<file path="src/rtl/spdv_pkg.sv">
// spdv_pkg: constant tables and fixed constants for the stereo pan and distance volume block
// no dependencies; imported by stereo_pan_distance_volume
`timescale 1ns / 1ps
`default_nettype none

package spdv_pkg;

    // one output volume
    typedef logic [6:0] t_vol;

    // level of the near channel, and of both channels when centred
    localparam logic [7:0] NEAR_LEVEL = 8'h89;
    // distance step per attenuation entry
    localparam int unsigned DIST_STEP = 250;
    // fraction bits of the bearing ratio, and its value for one
    localparam int unsigned FRAC_BITS = 12;
    localparam int unsigned UNITY     = 4096;
    // numerator 2^24 of the reciprocal ratio needs 25 bits
    localparam int unsigned RECIP_BITS = 25;
    // arctangent of a ratio of exactly one
    localparam logic [9:0] ATAN_TOP = 10'd512;

    // pan curve (entries 0..127) followed by the attenuation curve (128..255)
    localparam logic [7:0] VOL_ROM [256] = '{
        8'h7f,8'h7f,8'h7f,8'h7f,8'h7f,8'h7f,8'h7f,8'h7f,
        8'h7f,8'h7f,8'h7f,8'h7f,8'h7f,8'h7f,8'h7f,8'h7f,
        8'h7e,8'h7e,8'h7e,8'h7e,8'h7d,8'h7d,8'h7d,8'h7d,
        8'h7c,8'h7c,8'h7c,8'h7c,8'h7b,8'h7b,8'h7a,8'h7a,
        8'h79,8'h79,8'h78,8'h78,8'h77,8'h77,8'h76,8'h76,
        8'h75,8'h75,8'h74,8'h74,8'h74,8'h74,8'h73,8'h73,
        8'h72,8'h72,8'h71,8'h71,8'h70,8'h70,8'h6f,8'h6f,
        8'h6e,8'h6e,8'h6d,8'h6d,8'h6c,8'h6c,8'h6b,8'h6b,
        8'h6a,8'h6a,8'h69,8'h69,8'h68,8'h68,8'h67,8'h67,
        8'h66,8'h66,8'h65,8'h65,8'h64,8'h64,8'h63,8'h63,
        8'h62,8'h62,8'h61,8'h61,8'h60,8'h60,8'h5f,8'h5f,
        8'h5e,8'h5e,8'h5d,8'h5d,8'h5c,8'h5c,8'h5b,8'h5b,
        8'h5a,8'h5a,8'h59,8'h58,8'h57,8'h56,8'h55,8'h54,
        8'h53,8'h52,8'h51,8'h50,8'h4f,8'h4e,8'h4d,8'h4c,
        8'h4b,8'h4a,8'h49,8'h48,8'h47,8'h46,8'h45,8'h44,
        8'h43,8'h42,8'h41,8'h40,8'h3f,8'h3e,8'h3d,8'h3c,
        8'h00,8'h01,8'h02,8'h03,8'h04,8'h05,8'h06,8'h07,
        8'h08,8'h09,8'h0a,8'h0b,8'h0c,8'h0d,8'h0e,8'h0f,
        8'h10,8'h11,8'h12,8'h13,8'h14,8'h15,8'h16,8'h17,
        8'h18,8'h19,8'h1a,8'h1a,8'h1b,8'h1b,8'h1c,8'h1c,
        8'h1d,8'h1d,8'h1e,8'h1e,8'h1f,8'h1f,8'h20,8'h20,
        8'h21,8'h21,8'h22,8'h22,8'h23,8'h23,8'h24,8'h24,
        8'h25,8'h25,8'h26,8'h26,8'h27,8'h27,8'h28,8'h28,
        8'h29,8'h29,8'h2a,8'h2a,8'h2b,8'h2b,8'h2c,8'h2c,
        8'h2d,8'h2d,8'h2e,8'h2e,8'h2f,8'h2f,8'h30,8'h30,
        8'h31,8'h31,8'h32,8'h32,8'h33,8'h33,8'h34,8'h34,
        8'h35,8'h35,8'h36,8'h36,8'h37,8'h37,8'h38,8'h38,
        8'h39,8'h39,8'h3a,8'h3a,8'h3b,8'h3b,8'h3c,8'h3c,
        8'h3d,8'h3d,8'h3e,8'h3e,8'h3f,8'h3f,8'h40,8'h40,
        8'h41,8'h41,8'h42,8'h42,8'h43,8'h43,8'h44,8'h44,
        8'h45,8'h45,8'h46,8'h47,8'h48,8'h49,8'h4a,8'h4b,
        8'h4c,8'h4d,8'h4e,8'h4f,8'h50,8'h51,8'h52,8'h53
    };

    // arctangent of k/256 for k = 0..255, 4096 units per turn
    localparam logic [9:0] ATAN_ROM [256] = '{
        10'd0,  10'd3,  10'd5,  10'd8,  10'd10, 10'd13, 10'd15, 10'd18,
        10'd20, 10'd23, 10'd25, 10'd28, 10'd31, 10'd33, 10'd36, 10'd38,
        10'd41, 10'd43, 10'd46, 10'd48, 10'd51, 10'd53, 10'd56, 10'd58,
        10'd61, 10'd63, 10'd66, 10'd69, 10'd71, 10'd74, 10'd76, 10'd79,
        10'd81, 10'd84, 10'd86, 10'd89, 10'd91, 10'd94, 10'd96, 10'd99,
        10'd101,10'd104,10'd106,10'd108,10'd111,10'd113,10'd116,10'd118,
        10'd121,10'd123,10'd126,10'd128,10'd131,10'd133,10'd136,10'd138,
        10'd140,10'd143,10'd145,10'd148,10'd150,10'd152,10'd155,10'd157,
        10'd160,10'd162,10'd164,10'd167,10'd169,10'd172,10'd174,10'd176,
        10'd179,10'd181,10'd183,10'd186,10'd188,10'd190,10'd193,10'd195,
        10'd197,10'd200,10'd202,10'd204,10'd207,10'd209,10'd211,10'd214,
        10'd216,10'd218,10'd220,10'd223,10'd225,10'd227,10'd229,10'd232,
        10'd234,10'd236,10'd238,10'd241,10'd243,10'd245,10'd247,10'd249,
        10'd252,10'd254,10'd256,10'd258,10'd260,10'd262,10'd265,10'd267,
        10'd269,10'd271,10'd273,10'd275,10'd277,10'd279,10'd282,10'd284,
        10'd286,10'd288,10'd290,10'd292,10'd294,10'd296,10'd298,10'd300,
        10'd302,10'd304,10'd306,10'd308,10'd310,10'd312,10'd314,10'd316,
        10'd318,10'd320,10'd322,10'd324,10'd326,10'd328,10'd330,10'd332,
        10'd334,10'd336,10'd338,10'd340,10'd342,10'd344,10'd346,10'd347,
        10'd349,10'd351,10'd353,10'd355,10'd357,10'd359,10'd360,10'd362,
        10'd364,10'd366,10'd368,10'd370,10'd371,10'd373,10'd375,10'd377,
        10'd379,10'd380,10'd382,10'd384,10'd386,10'd387,10'd389,10'd391,
        10'd393,10'd394,10'd396,10'd398,10'd399,10'd401,10'd403,10'd405,
        10'd406,10'd408,10'd410,10'd411,10'd413,10'd415,10'd416,10'd418,
        10'd419,10'd421,10'd423,10'd424,10'd426,10'd428,10'd429,10'd431,
        10'd432,10'd434,10'd435,10'd437,10'd439,10'd440,10'd442,10'd443,
        10'd445,10'd446,10'd448,10'd449,10'd451,10'd452,10'd454,10'd455,
        10'd457,10'd458,10'd460,10'd461,10'd463,10'd464,10'd466,10'd467,
        10'd469,10'd470,10'd471,10'd473,10'd474,10'd476,10'd477,10'd479,
        10'd480,10'd481,10'd483,10'd484,10'd486,10'd487,10'd488,10'd490,
        10'd491,10'd492,10'd494,10'd495,10'd496,10'd498,10'd499,10'd500,
        10'd502,10'd503,10'd504,10'd506,10'd507,10'd508,10'd509,10'd511
    };

endpackage

`default_nettype wire

</file>
<file path="src/rtl/stereo_pan_distance_volume.sv">
// stereo_pan_distance_volume: left and right volume from camera and sound source positions
// depends on spdv_pkg (volume and arctangent tables, constants)
`timescale 1ns / 1ps
`default_nettype none

// One request at a time: a request is taken when the block is idle, and the two volumes
// appear on the output register once the sequence below is through (it is shorter when a
// bearing is vertical or shallow); the next request can be taken as soon as they appear.
// The sequence runs on one shared subtract-and-compare unit that retires one bit per
// cycle: the square root of the squared distance, and for each of the two bearings a
// ratio division and, for steep bearings, a reciprocal division. The division of the
// distance by 250 is a reciprocal multiplication and is combinational.
// A finished result waits in the output register while the next request is taken.
module stereo_pan_distance_volume
    import spdv_pkg::*;
#(
    parameter int COORD_BITS = 16
) (
    input  wire                         i_clk,
    input  wire                         i_rst_n,
    input  wire                         i_valid,
    output logic                        o_stall,
    input  wire signed [COORD_BITS-1:0] i_eye_x,
    input  wire signed [COORD_BITS-1:0] i_eye_y,
    input  wire signed [COORD_BITS-1:0] i_eye_z,
    input  wire signed [COORD_BITS-1:0] i_target_x,
    input  wire signed [COORD_BITS-1:0] i_target_z,
    input  wire signed [COORD_BITS-1:0] i_source_x,
    input  wire signed [COORD_BITS-1:0] i_source_y,
    input  wire signed [COORD_BITS-1:0] i_source_z,
    output logic                        o_valid,
    input  wire                         i_stall,
    output logic [6:0]                  o_volume_left,
    output logic [6:0]                  o_volume_right
);

    localparam int D  = COORD_BITS + 1;
    localparam int SW = 2 * D + 2;
    localparam int RW = D + 1;
    localparam int NB = (D + FRAC_BITS > RECIP_BITS) ? D + FRAC_BITS : RECIP_BITS;
    localparam int NW = (SW > NB) ? SW : NB;
    localparam int UW = D + 14;
    localparam int CW = $clog2(NW + 1);

    // distance at which the attenuation index saturates (128 steps of 250)
    localparam logic [17:0] SAT_ROOT  = 18'd32000;
    // ceil(2^21 / 125), exact for halved distances below 16000
    localparam logic [14:0] RECIP_125 = 15'd16778;

    // sequencer states
    localparam logic [2:0] S_IDLE = 3'd0;
    localparam logic [2:0] S_SQ   = 3'd1;
    localparam logic [2:0] S_ITER = 3'd2;
    localparam logic [2:0] S_BSET = 3'd3;
    localparam logic [2:0] S_BCHK = 3'd4;
    localparam logic [2:0] S_BANG = 3'd5;
    localparam logic [2:0] S_OUT  = 3'd6;

    // operations of the shared unit
    localparam logic [1:0] OP_SQRT = 2'd0;
    localparam logic [1:0] OP_DIV1 = 2'd2;
    localparam logic [1:0] OP_DIV2 = 2'd3;

    logic [2:0]          r_state, n_state;
    logic [1:0]          r_op, n_op;
    logic [CW-1:0]       r_cnt, n_cnt;
    logic                r_b, n_b;
    logic signed [D-1:0] r_hx, n_hx, r_hz, n_hz, r_tx, n_tx, r_tz, n_tz, r_dy, n_dy;
    logic [2*D-1:0]      r_prod, n_prod;
    logic [SW-1:0]       r_acc, n_acc;
    logic [NW-1:0]       r_num, n_num;
    logic [NW-1:0]       r_q, n_q;
    logic [UW-1:0]       r_rem, n_rem;
    logic [UW-1:0]       r_den, n_den;
    logic [6:0]          r_d, n_d;
    logic                r_neg, n_neg, r_dxneg, n_dxneg, r_big, n_big;
    logic [11:0]         r_h, n_h, r_t, n_t;
    logic                r_ovalid, n_ovalid;
    t_vol                r_left, n_left, r_right, n_right;

    // input differences, eye to source and eye to target
    logic signed [D-1:0] dif_hx, dif_hz, dif_tx, dif_tz, dif_dy;
    assign dif_hx = {i_source_x[COORD_BITS-1], i_source_x} - {i_eye_x[COORD_BITS-1], i_eye_x};
    assign dif_hz = {i_source_z[COORD_BITS-1], i_source_z} - {i_eye_z[COORD_BITS-1], i_eye_z};
    assign dif_tx = {i_target_x[COORD_BITS-1], i_target_x} - {i_eye_x[COORD_BITS-1], i_eye_x};
    assign dif_tz = {i_target_z[COORD_BITS-1], i_target_z} - {i_eye_z[COORD_BITS-1], i_eye_z};
    assign dif_dy = {i_source_y[COORD_BITS-1], i_source_y} - {i_eye_y[COORD_BITS-1], i_eye_y};

    // squarer for the distance
    logic signed [D-1:0]   sq_sel;
    logic signed [2*D-1:0] sq_ext;
    logic [2*D-1:0]        sq_res;
    always_comb begin
        unique case (r_cnt[1:0])
            2'd0:    sq_sel = r_hx;
            2'd1:    sq_sel = r_dy;
            2'd2:    sq_sel = r_hz;
            default: sq_sel = '0;
        endcase
        sq_ext = (2 * D)'(sq_sel);
        sq_res = sq_ext * sq_ext;
    end

    // shared subtract and compare unit: one root or quotient bit per cycle
    logic [UW-1:0] sub_a, sub_b;
    logic [UW:0]   sub_d;
    logic          sub_ge;
    always_comb begin
        if (r_op == OP_SQRT) begin
            sub_a = {r_rem[UW-3:0], r_num[NW-1 -: 2]};
            sub_b = {r_q[UW-3:0], 2'b01};
        end else begin
            sub_a = {r_rem[UW-2:0], r_num[NW-1]};
            sub_b = r_den;
        end
        sub_d  = {1'b0, sub_a} - {1'b0, sub_b};
        sub_ge = !sub_d[UW];
    end

    // distance over 250 by reciprocal multiplication, saturating at 127
    logic [17:0] dd_root;
    logic [13:0] dd_half;
    logic [28:0] dd_prod;
    logic [6:0]  dd_q;
    always_comb begin
        dd_root = 18'(r_q[RW-1:0]);
        dd_half = dd_root[14:1];
        dd_prod = dd_half * RECIP_125;
        dd_q    = (dd_root >= SAT_ROOT) ? 7'h7f : dd_prod[27:21];
    end

    // bearing operands of the current vector
    logic signed [D-1:0] b_dx, b_dz;
    logic [D-1:0]        b_adx, b_adz;
    always_comb begin
        b_dx  = r_b ? r_tx : r_hx;
        b_dz  = r_b ? r_tz : r_hz;
        b_adx = b_dx[D-1] ? D'(-b_dx) : D'(b_dx);
        b_adz = b_dz[D-1] ? D'(-b_dz) : D'(b_dz);
    end

    // arctangent lookup and bearing from the finished quotient
    logic [8:0]  at_idx;
    logic [9:0]  at_val;
    logic [10:0] at_ang;
    logic [11:0] at_base, at_bear;
    always_comb begin
        at_idx  = r_big ? {1'b0, r_q[11:4]} : r_q[12:4];
        at_val  = at_idx[8] ? ATAN_TOP : ATAN_ROM[at_idx[7:0]];
        at_ang  = r_big ? 11'h400 - {1'b0, at_val} : {1'b0, at_val};
        at_base = r_dxneg ? 12'h800 : 12'h000;
        at_bear = r_neg ? at_base + {1'b0, at_ang} : at_base - {1'b0, at_ang};
    end

    // pan selection and attenuation
    function automatic t_vol clamp_vol(input logic [7:0] v, input logic [7:0] a);
        logic [8:0] diff;
        diff = {1'b0, v} - {1'b0, a};
        if (diff[8]) begin
            return '0;
        end else if (diff[7]) begin
            return 7'h7f;
        end
        return diff[6:0];
    endfunction

    logic [11:0] pn_rel;
    logic        pn_centre, pn_right, pn_win, pn_flip;
    logic [7:0]  pn_idx, pn_far, pn_att, pn_lv, pn_rv;
    always_comb begin
        pn_rel    = r_h - r_t;
        pn_centre = (pn_rel == 12'h000) || (pn_rel == 12'h800);
        pn_right  = pn_rel[11];
        pn_win    = (pn_rel >= 12'h401) && (pn_rel <= 12'hbff);
        pn_flip   = pn_win ? !pn_right : pn_right;
        pn_idx    = pn_flip ? NEAR_LEVEL - {1'b0, pn_rel[9:3]} : {1'b0, pn_rel[9:3]};
        pn_far    = VOL_ROM[pn_idx];
        pn_att    = VOL_ROM[{1'b1, r_d}];
        if (pn_centre) begin
            pn_lv = NEAR_LEVEL;
            pn_rv = NEAR_LEVEL;
        end else begin
            pn_lv = pn_right ? pn_far : NEAR_LEVEL;
            pn_rv = pn_right ? NEAR_LEVEL : pn_far;
        end
    end

    // sequencer
    always_comb begin
        n_state  = r_state;
        n_op     = r_op;
        n_cnt    = r_cnt;
        n_b      = r_b;
        n_hx     = r_hx;
        n_hz     = r_hz;
        n_tx     = r_tx;
        n_tz     = r_tz;
        n_dy     = r_dy;
        n_prod   = r_prod;
        n_acc    = r_acc;
        n_num    = r_num;
        n_q      = r_q;
        n_rem    = r_rem;
        n_den    = r_den;
        n_d      = r_d;
        n_neg    = r_neg;
        n_dxneg  = r_dxneg;
        n_big    = r_big;
        n_h      = r_h;
        n_t      = r_t;
        n_ovalid = r_ovalid;
        n_left   = r_left;
        n_right  = r_right;

        // result taken downstream
        if (r_ovalid && !i_stall) begin
            n_ovalid = 1'b0;
        end

        unique case (r_state)
            S_IDLE: begin
                if (i_valid) begin
                    n_hx    = dif_hx;
                    n_hz    = dif_hz;
                    n_tx    = dif_tx;
                    n_tz    = dif_tz;
                    n_dy    = dif_dy;
                    n_prod  = '0;
                    n_acc   = '0;
                    n_cnt   = '0;
                    n_state = S_SQ;
                end
            end
            S_SQ: begin
                n_prod = sq_res;
                n_acc  = r_acc + SW'(r_prod);
                n_cnt  = r_cnt + 1'b1;
                if (r_cnt[1:0] == 2'd3) begin
                    n_num   = NW'(r_acc + SW'(r_prod)) << (NW - SW);
                    n_q     = '0;
                    n_rem   = '0;
                    n_op    = OP_SQRT;
                    n_cnt   = CW'(SW / 2);
                    n_state = S_ITER;
                end
            end
            S_ITER: begin
                n_rem = sub_ge ? sub_d[UW-1:0] : sub_a;
                n_q   = {r_q[NW-2:0], sub_ge};
                n_num = (r_op == OP_SQRT) ? r_num << 2 : r_num << 1;
                n_cnt = r_cnt - 1'b1;
                if (r_cnt == CW'(1)) begin
                    unique case (r_op)
                        OP_SQRT: begin
                            // root stays in the quotient register for the scaling
                            n_b     = 1'b0;
                            n_state = S_BSET;
                        end
                        OP_DIV1: begin
                            n_state = S_BCHK;
                        end
                        OP_DIV2: begin
                            n_state = S_BANG;
                        end
                        default: begin
                            n_state = S_IDLE;
                        end
                    endcase
                end
            end
            S_BSET: begin
                // attenuation index from the root, on the first vector only
                if (!r_b) begin
                    n_d = dd_q;
                end
                n_neg   = b_dx[D-1] ^ b_dz[D-1];
                n_dxneg = b_dx[D-1];
                if (b_dx == '0) begin
                    // vertical bearing
                    if (r_b) begin
                        n_t = (!b_dz[D-1] && (b_dz != '0)) ? 12'hc00 : 12'h400;
                        n_state = S_OUT;
                    end else begin
                        n_h = (!b_dz[D-1] && (b_dz != '0)) ? 12'hc00 : 12'h400;
                        n_b = 1'b1;
                    end
                end else begin
                    n_num   = NW'({b_adz, {FRAC_BITS{1'b0}}}) << (NW - D - FRAC_BITS);
                    n_den   = UW'(b_adx);
                    n_q     = '0;
                    n_rem   = '0;
                    n_op    = OP_DIV1;
                    n_cnt   = CW'(D + FRAC_BITS);
                    n_state = S_ITER;
                end
            end
            S_BCHK: begin
                if (r_q > NW'(UNITY)) begin
                    // steep: take the reciprocal ratio
                    n_big   = 1'b1;
                    n_num   = NW'(1) << (NW - 1);
                    n_den   = UW'(r_q);
                    n_q     = '0;
                    n_rem   = '0;
                    n_op    = OP_DIV2;
                    n_cnt   = CW'(RECIP_BITS);
                    n_state = S_ITER;
                end else begin
                    n_big   = 1'b0;
                    n_state = S_BANG;
                end
            end
            S_BANG: begin
                if (r_b) begin
                    n_t     = at_bear;
                    n_state = S_OUT;
                end else begin
                    n_h     = at_bear;
                    n_b     = 1'b1;
                    n_state = S_BSET;
                end
            end
            S_OUT: begin
                if (!r_ovalid || !i_stall) begin
                    n_left   = clamp_vol(pn_lv, pn_att);
                    n_right  = clamp_vol(pn_rv, pn_att);
                    n_ovalid = 1'b1;
                    n_state  = S_IDLE;
                end
            end
            default: begin
                n_state = S_IDLE;
            end
        endcase
    end

    // control registers
    always_ff @(posedge i_clk) begin
        if (!i_rst_n) begin
            r_state  <= S_IDLE;
            r_ovalid <= 1'b0;
        end else begin
            r_state  <= n_state;
            r_ovalid <= n_ovalid;
        end
    end

    // datapath registers
    always_ff @(posedge i_clk) begin
        r_op    <= n_op;
        r_cnt   <= n_cnt;
        r_b     <= n_b;
        r_hx    <= n_hx;
        r_hz    <= n_hz;
        r_tx    <= n_tx;
        r_tz    <= n_tz;
        r_dy    <= n_dy;
        r_prod  <= n_prod;
        r_acc   <= n_acc;
        r_num   <= n_num;
        r_q     <= n_q;
        r_rem   <= n_rem;
        r_den   <= n_den;
        r_d     <= n_d;
        r_neg   <= n_neg;
        r_dxneg <= n_dxneg;
        r_big   <= n_big;
        r_h     <= n_h;
        r_t     <= n_t;
        r_left  <= n_left;
        r_right <= n_right;
    end

    assign o_stall        = (r_state != S_IDLE);
    assign o_valid        = r_ovalid;
    assign o_volume_left  = r_left;
    assign o_volume_right = r_right;

    // a new result is only loaded from the final state
    a_rise_from_out: assert property (@(posedge i_clk) disable iff (!i_rst_n)
        $rose(r_ovalid) |-> $past(r_state) == S_OUT)
        else $error("result valid without finishing the sequence");

    // an accepted request starts the squaring pass
    a_accept_starts: assert property (@(posedge i_clk) disable iff (!i_rst_n)
        (r_state == S_IDLE && i_valid) |=> r_state == S_SQ)
        else $error("accepted request did not start");

    // the reciprocal ratio is always below one
    a_recip_range: assert property (@(posedge i_clk) disable iff (!i_rst_n)
        (r_state == S_BANG && r_big) |-> r_q < NW'(UNITY))
        else $error("reciprocal ratio out of range");

    // the ratio of a shallow bearing never exceeds one
    a_shallow_range: assert property (@(posedge i_clk) disable iff (!i_rst_n)
        (r_state == S_BANG && !r_big) |-> r_q <= NW'(UNITY))
        else $error("shallow ratio out of range");

endmodule

`default_nettype wire
</file>
<file path="config.mk">
export PLATFORM = sky130hd
export DESIGN_NAME = stereo_pan_distance_volume
export DESIGN_NICKNAME = d
export VERILOG_FILES = /design/src/rtl/spdv_pkg.sv /design/src/rtl/stereo_pan_distance_volume.sv
export SDC_FILE = /design/constraint.sdc
export NUM_CORES = 2
export LEC_CHECK = 0
export BUFFER_PORTS_ARGS = -buffer_cell sky130_fd_sc_hd__buf_2
export CORE_UTILIZATION = 64
export CTS_BUF_LIST = sky130_fd_sc_hd__clkbuf_2 sky130_fd_sc_hd__clkbuf_4 sky130_fd_sc_hd__clkbuf_8
export CTS_CLUSTER_SIZE = 28
export DETAILED_ROUTE_END_ITERATION = 12
export MAX_ROUTING_LAYER = met4
export PLACE_DENSITY_LB_ADDON = 0.05
export SYNTH_ARGS = -nofsm -noshare
export SYNTH_HDL_FRONTEND = slang
export SYNTH_SLANG_ARGS = --single-unit
</file>
<file path="constraint.sdc">
create_clock -name i_clk -period 22.7 [get_ports i_clk]
set_input_delay 3.405 -clock i_clk [delete_from_list [all_inputs] [get_ports i_clk]]
set_output_delay 3.405 -clock i_clk [all_outputs]
set_load 0.01 [all_outputs]
</file>
==> out/qor.log <==
qor: status.outcome finished, final reports clean
qor: die.start_util 0.648
qor: place.detailed_place_hpwl 76600 um
qor: timing.hold-worst-slack 0.576 ns
qor: synthesis.number_of_warnings_reported_in_the_yosys_synthesis_log 0
qor: timing.skew 0.0495 ns
qor: critical_path.r2r_cells 29
qor: clock_tree.clk_path_buf_depth 3
qor: routing.drt-wirelength-per-cell 19.0 um
qor: clock_tree.cts.repair_timing.setup_buffer_count 0
qor: timing.rsz_0062_raised_after_global_routing no
qor: clock_tree.clock_tree_from_tritoncts built
qor: routing.total_iterations_of_the_first_detailed_routing_run 10
qor: clock_tree.clock_tree.htree_level_count 2
qor: synthesis.synth_cell_types 93
qor: global_route.grt_pass1_vias 30600
qor: timing.slew_headroom 0.252
qor: synthesis.post_synth_edffs 344
qor: finish.nFillCells 4859
qor: clock_tree.worst_skew_pair_later_pin_latency 0.70 ns
qor: die.die-width 249 um
qor: clock_tree.ctsRootBufferMaster clkbuf_8
qor: synthesis.ys_seq_area_frac 0.266
qor: finish.finish.net_count 5159
qor: timing.timing.fmax 0.113 GHz
qor: critical_path.worst_path_max_delay_cell a222oi_1
qor: routing.post-route-drc-count 0
qor: routing.route.antenna.remaining_nets 0
qor: global_route.grt_antenna_before_repair 1
qor: clock_tree.number_of_cts_inserted_buffers 60
qor: critical_path.worst_ep_arrival_time 9.28 ns
qor: critical_path.crit_type flop to flop
qor: synthesis.synth_flop_cell edfxtp_1
qor: routing.drt_iter0_markers 2772
qor: critical_path.reg2reg_from r_cnt[1]
qor: critical_path.worst_path_dominant_cell_family adder cells
qor: global_route.wire_length_of_the_first_global_routing_pass 158000 um
qor: die.die_h 249 um
qor: job.max-cap-violations 0
qor: critical_path.timing.critical_path.buf_inv 7
qor: synthesis.synthesis.area_per_instance 9.24 um2
qor: critical_path.critical_path.startpoint r_cnt[1]
qor: critical_path.highest_net_fanout_along_the_worst_path 20
qor: timing.post-route-period-util 0.391
qor: synthesis.postSynthCellCount 4236
qor: clock_tree.clkSinkCount 348
qor: clock_tree.worst_setup_hold_path_clk_slew 0.07 ns
qor: routing.detail_route.wirelength 98000 um
qor: synthesis.ys_async_sr_fraction 0
qor: timing.report.final.slew_viol_count 0
qor: critical_path.crit_required 23.09 ns
qor: finish.most-common-layout-cells inv_1 (591), nor2_1 (425), ha_1 (386), edfxtp_1 (344), fa_1 (302)
qor: worst_hold_path.timing.hold.worst.class flop to flop
qor: timing.timing_worst_slew_pin_value 1.12 ns
qor: clock_tree.cts_resized 0
qor: critical_path.cp_num_cells 29
qor: synthesis.synth-seq-cells 348
qor: die.core.rowCount 90
qor: timing.finalHoldViolations 0
qor: timing.final-setup-viol-count 0
qor: die.die-area 62100 um2
qor: die.design.portCount 148
qor: synthesis.syn_area 39100 um2
qor: critical_path.critPathCaptureType flop
qor: global_route.largest_net_degree_at_the_start_of_global_routing 80
qor: timing.finalCriticalPeriod 8.88 ns
qor: routing.via_count 31200
qor: place.io_buffer_count 147
qor: finish.layout.cells.most_common inv_1
qor: finish.syn2layout_area_growth 6.88%
qor: finish.finalCoreUtilization 0.693
qor: synthesis.synth_fp_nets 5057
qor: place.gp_congestion 0.944
qor: global_route.groute.usage.overall 0.327
qor: routing.vias_per_cell 6.03
qor: critical_path.critical_path.max_stage_delay 1.07 ns
qor: worst_hold_path.hold-path-cell-count 1
qor: global_route.grt-ovfl-total 0
qor: clock_tree.number_of_buffers_added_to_fix_hold_violations_after_cts 0
qor: worst_hold_path.min_from r_q[33]
qor: timing.finalSetupTns 0 ns
qor: finish.drive_gt1_frac 0.0850
qor: die.core-area 60400 um2
qor: critical_path.worst_setup_path_start_kind flop
-- layer usage --
metal | global-route usage | routed length [um]
met4 | 0.112 | 3430
met2 | 0.529 | 46300
met1 | 0.422 | 41500
met5 | - | 0
met3 | 0.0481 | 6870
-- cells in the mapped netlist (9+ instances only) --
library cell / number / area [um2]
buf_2: 18 / 90.1
a21o_1: 60 / 450
xor2_1: 68 / 596
o221ai_1: 9 / 78.8
ha_1: 387 / 4840
nor2b_1: 56 / 350
inv_1: 591 / 2220
nand4_1: 11 / 68.8
a211oi_1: 31 / 233
nor2_1: 427 / 1600
a22oi_1: 18 / 135
mux2_2: 37 / 417
o31a_1: 9 / 78.8
nand3_1: 63 / 315
a21oi_1: 226 / 1130
or2_2: 22 / 138
buf_1: 20 / 75.1
o22ai_1: 26 / 163
a221oi_1: 18 / 158
and3_1: 40 / 250
edfxtp_1: 344 / 10300
nor3_1: 82 / 410
a31oi_1: 26 / 163
nand2_1: 295 / 1110
or3_1: 39 / 244
a211o_1: 10 / 87.6
o31ai_1: 24 / 180
o21bai_1: 16 / 120
o21a_1: 33 / 248
and2_1: 55 / 344
mux2i_1: 124 / 1240
o2111ai_1: 13 / 114
fa_1: 302 / 6050
xnor2_1: 135 / 1180
o21ai_0: 191 / 956
a2111oi_0: 10 / 87.6
a21boi_0: 28 / 210
nand2b_1: 57 / 357
nor4_1: 11 / 68.8
clkbuf_1: 100 / 375
nor3b_1: 10 / 75.1
o211ai_1: 31 / 233
a311oi_1: 9 / 78.8
-- worst register-to-register path, delay by kind of cell (launching register included) --
| family | cells | cell delay [ns] |
|---|---|---|
| adder cells (fa/ha/maj) | 8 | 3.75 |
| AO/OA/AOI/OAI | 8 | 2.74 |
| buffers and inverters | 7 | 1.04 |
| flip-flops | 1 | 0.45 |
| AND/OR/NAND/NOR | 5 | 0.42 |
| XOR/XNOR | 1 | 0.18 |
-- stage by stage --
step,worst slack [ns],cell area (um2),instances
after floorplan,11.59,39100,4236
after global placement,14.20,40600,5058
after detailed placement,13.97,40600,5058
after CTS,13.87,41800,5169
after global routing,13.26,41800,5171
final,13.82,41800,5171
-- state kept, by name, summed over array words and instances (netlist names), 30 cells and up --
| signal | cells |
|---|---|
| r_acc | 36 |
| r_den | 31 |
| r_num | 36 |
| r_prod | 33 |
| r_rem | 30 |
| r_q | 36 |
-- cell type report --
type	instances	area, um2	area share
Timing Repair Buffer	186	1030	0.0246
Tap cell	782	978	0.0234
Clock buffer	71	915	0.0219
Multi-Input combinational cell	3143	25900	0.619
Antenna cell	2	5.00	0.000120
Clock inverter	40	337	0.00805
Sequential cell	348	10400	0.249
Inverter	599	2250	0.0538
-- final timing paths --
kind	endpoint	slack, ns
hold / removal	r_q[34]	0.58
setup reg to reg	r_prod[33]	13.82
hold reg to reg	r_q[34]	0.58
setup / recovery	r_prod[33]	13.82
-- logic make-up (layout without fill, tap and decap cells) --
kind of cell               Yosys count  count (layout)  share of synthesized area
DFF                                348             348                      0.266
adders and majority gates          689             689                      0.278
other                                0               2                          0
AOI/OAI and AO/OA                  874             874                      0.147
buffers and inverters              745             896                     0.0734
xor gates and xnor gates           203             203                     0.0454
and+or+nand+nor                   1214            1214                      0.146
muxes                              163             163                     0.0435
Power is left out: the tool's default activity adds up to more than one toggle a clock period on the data nets, which glitch-free logic cannot reach.
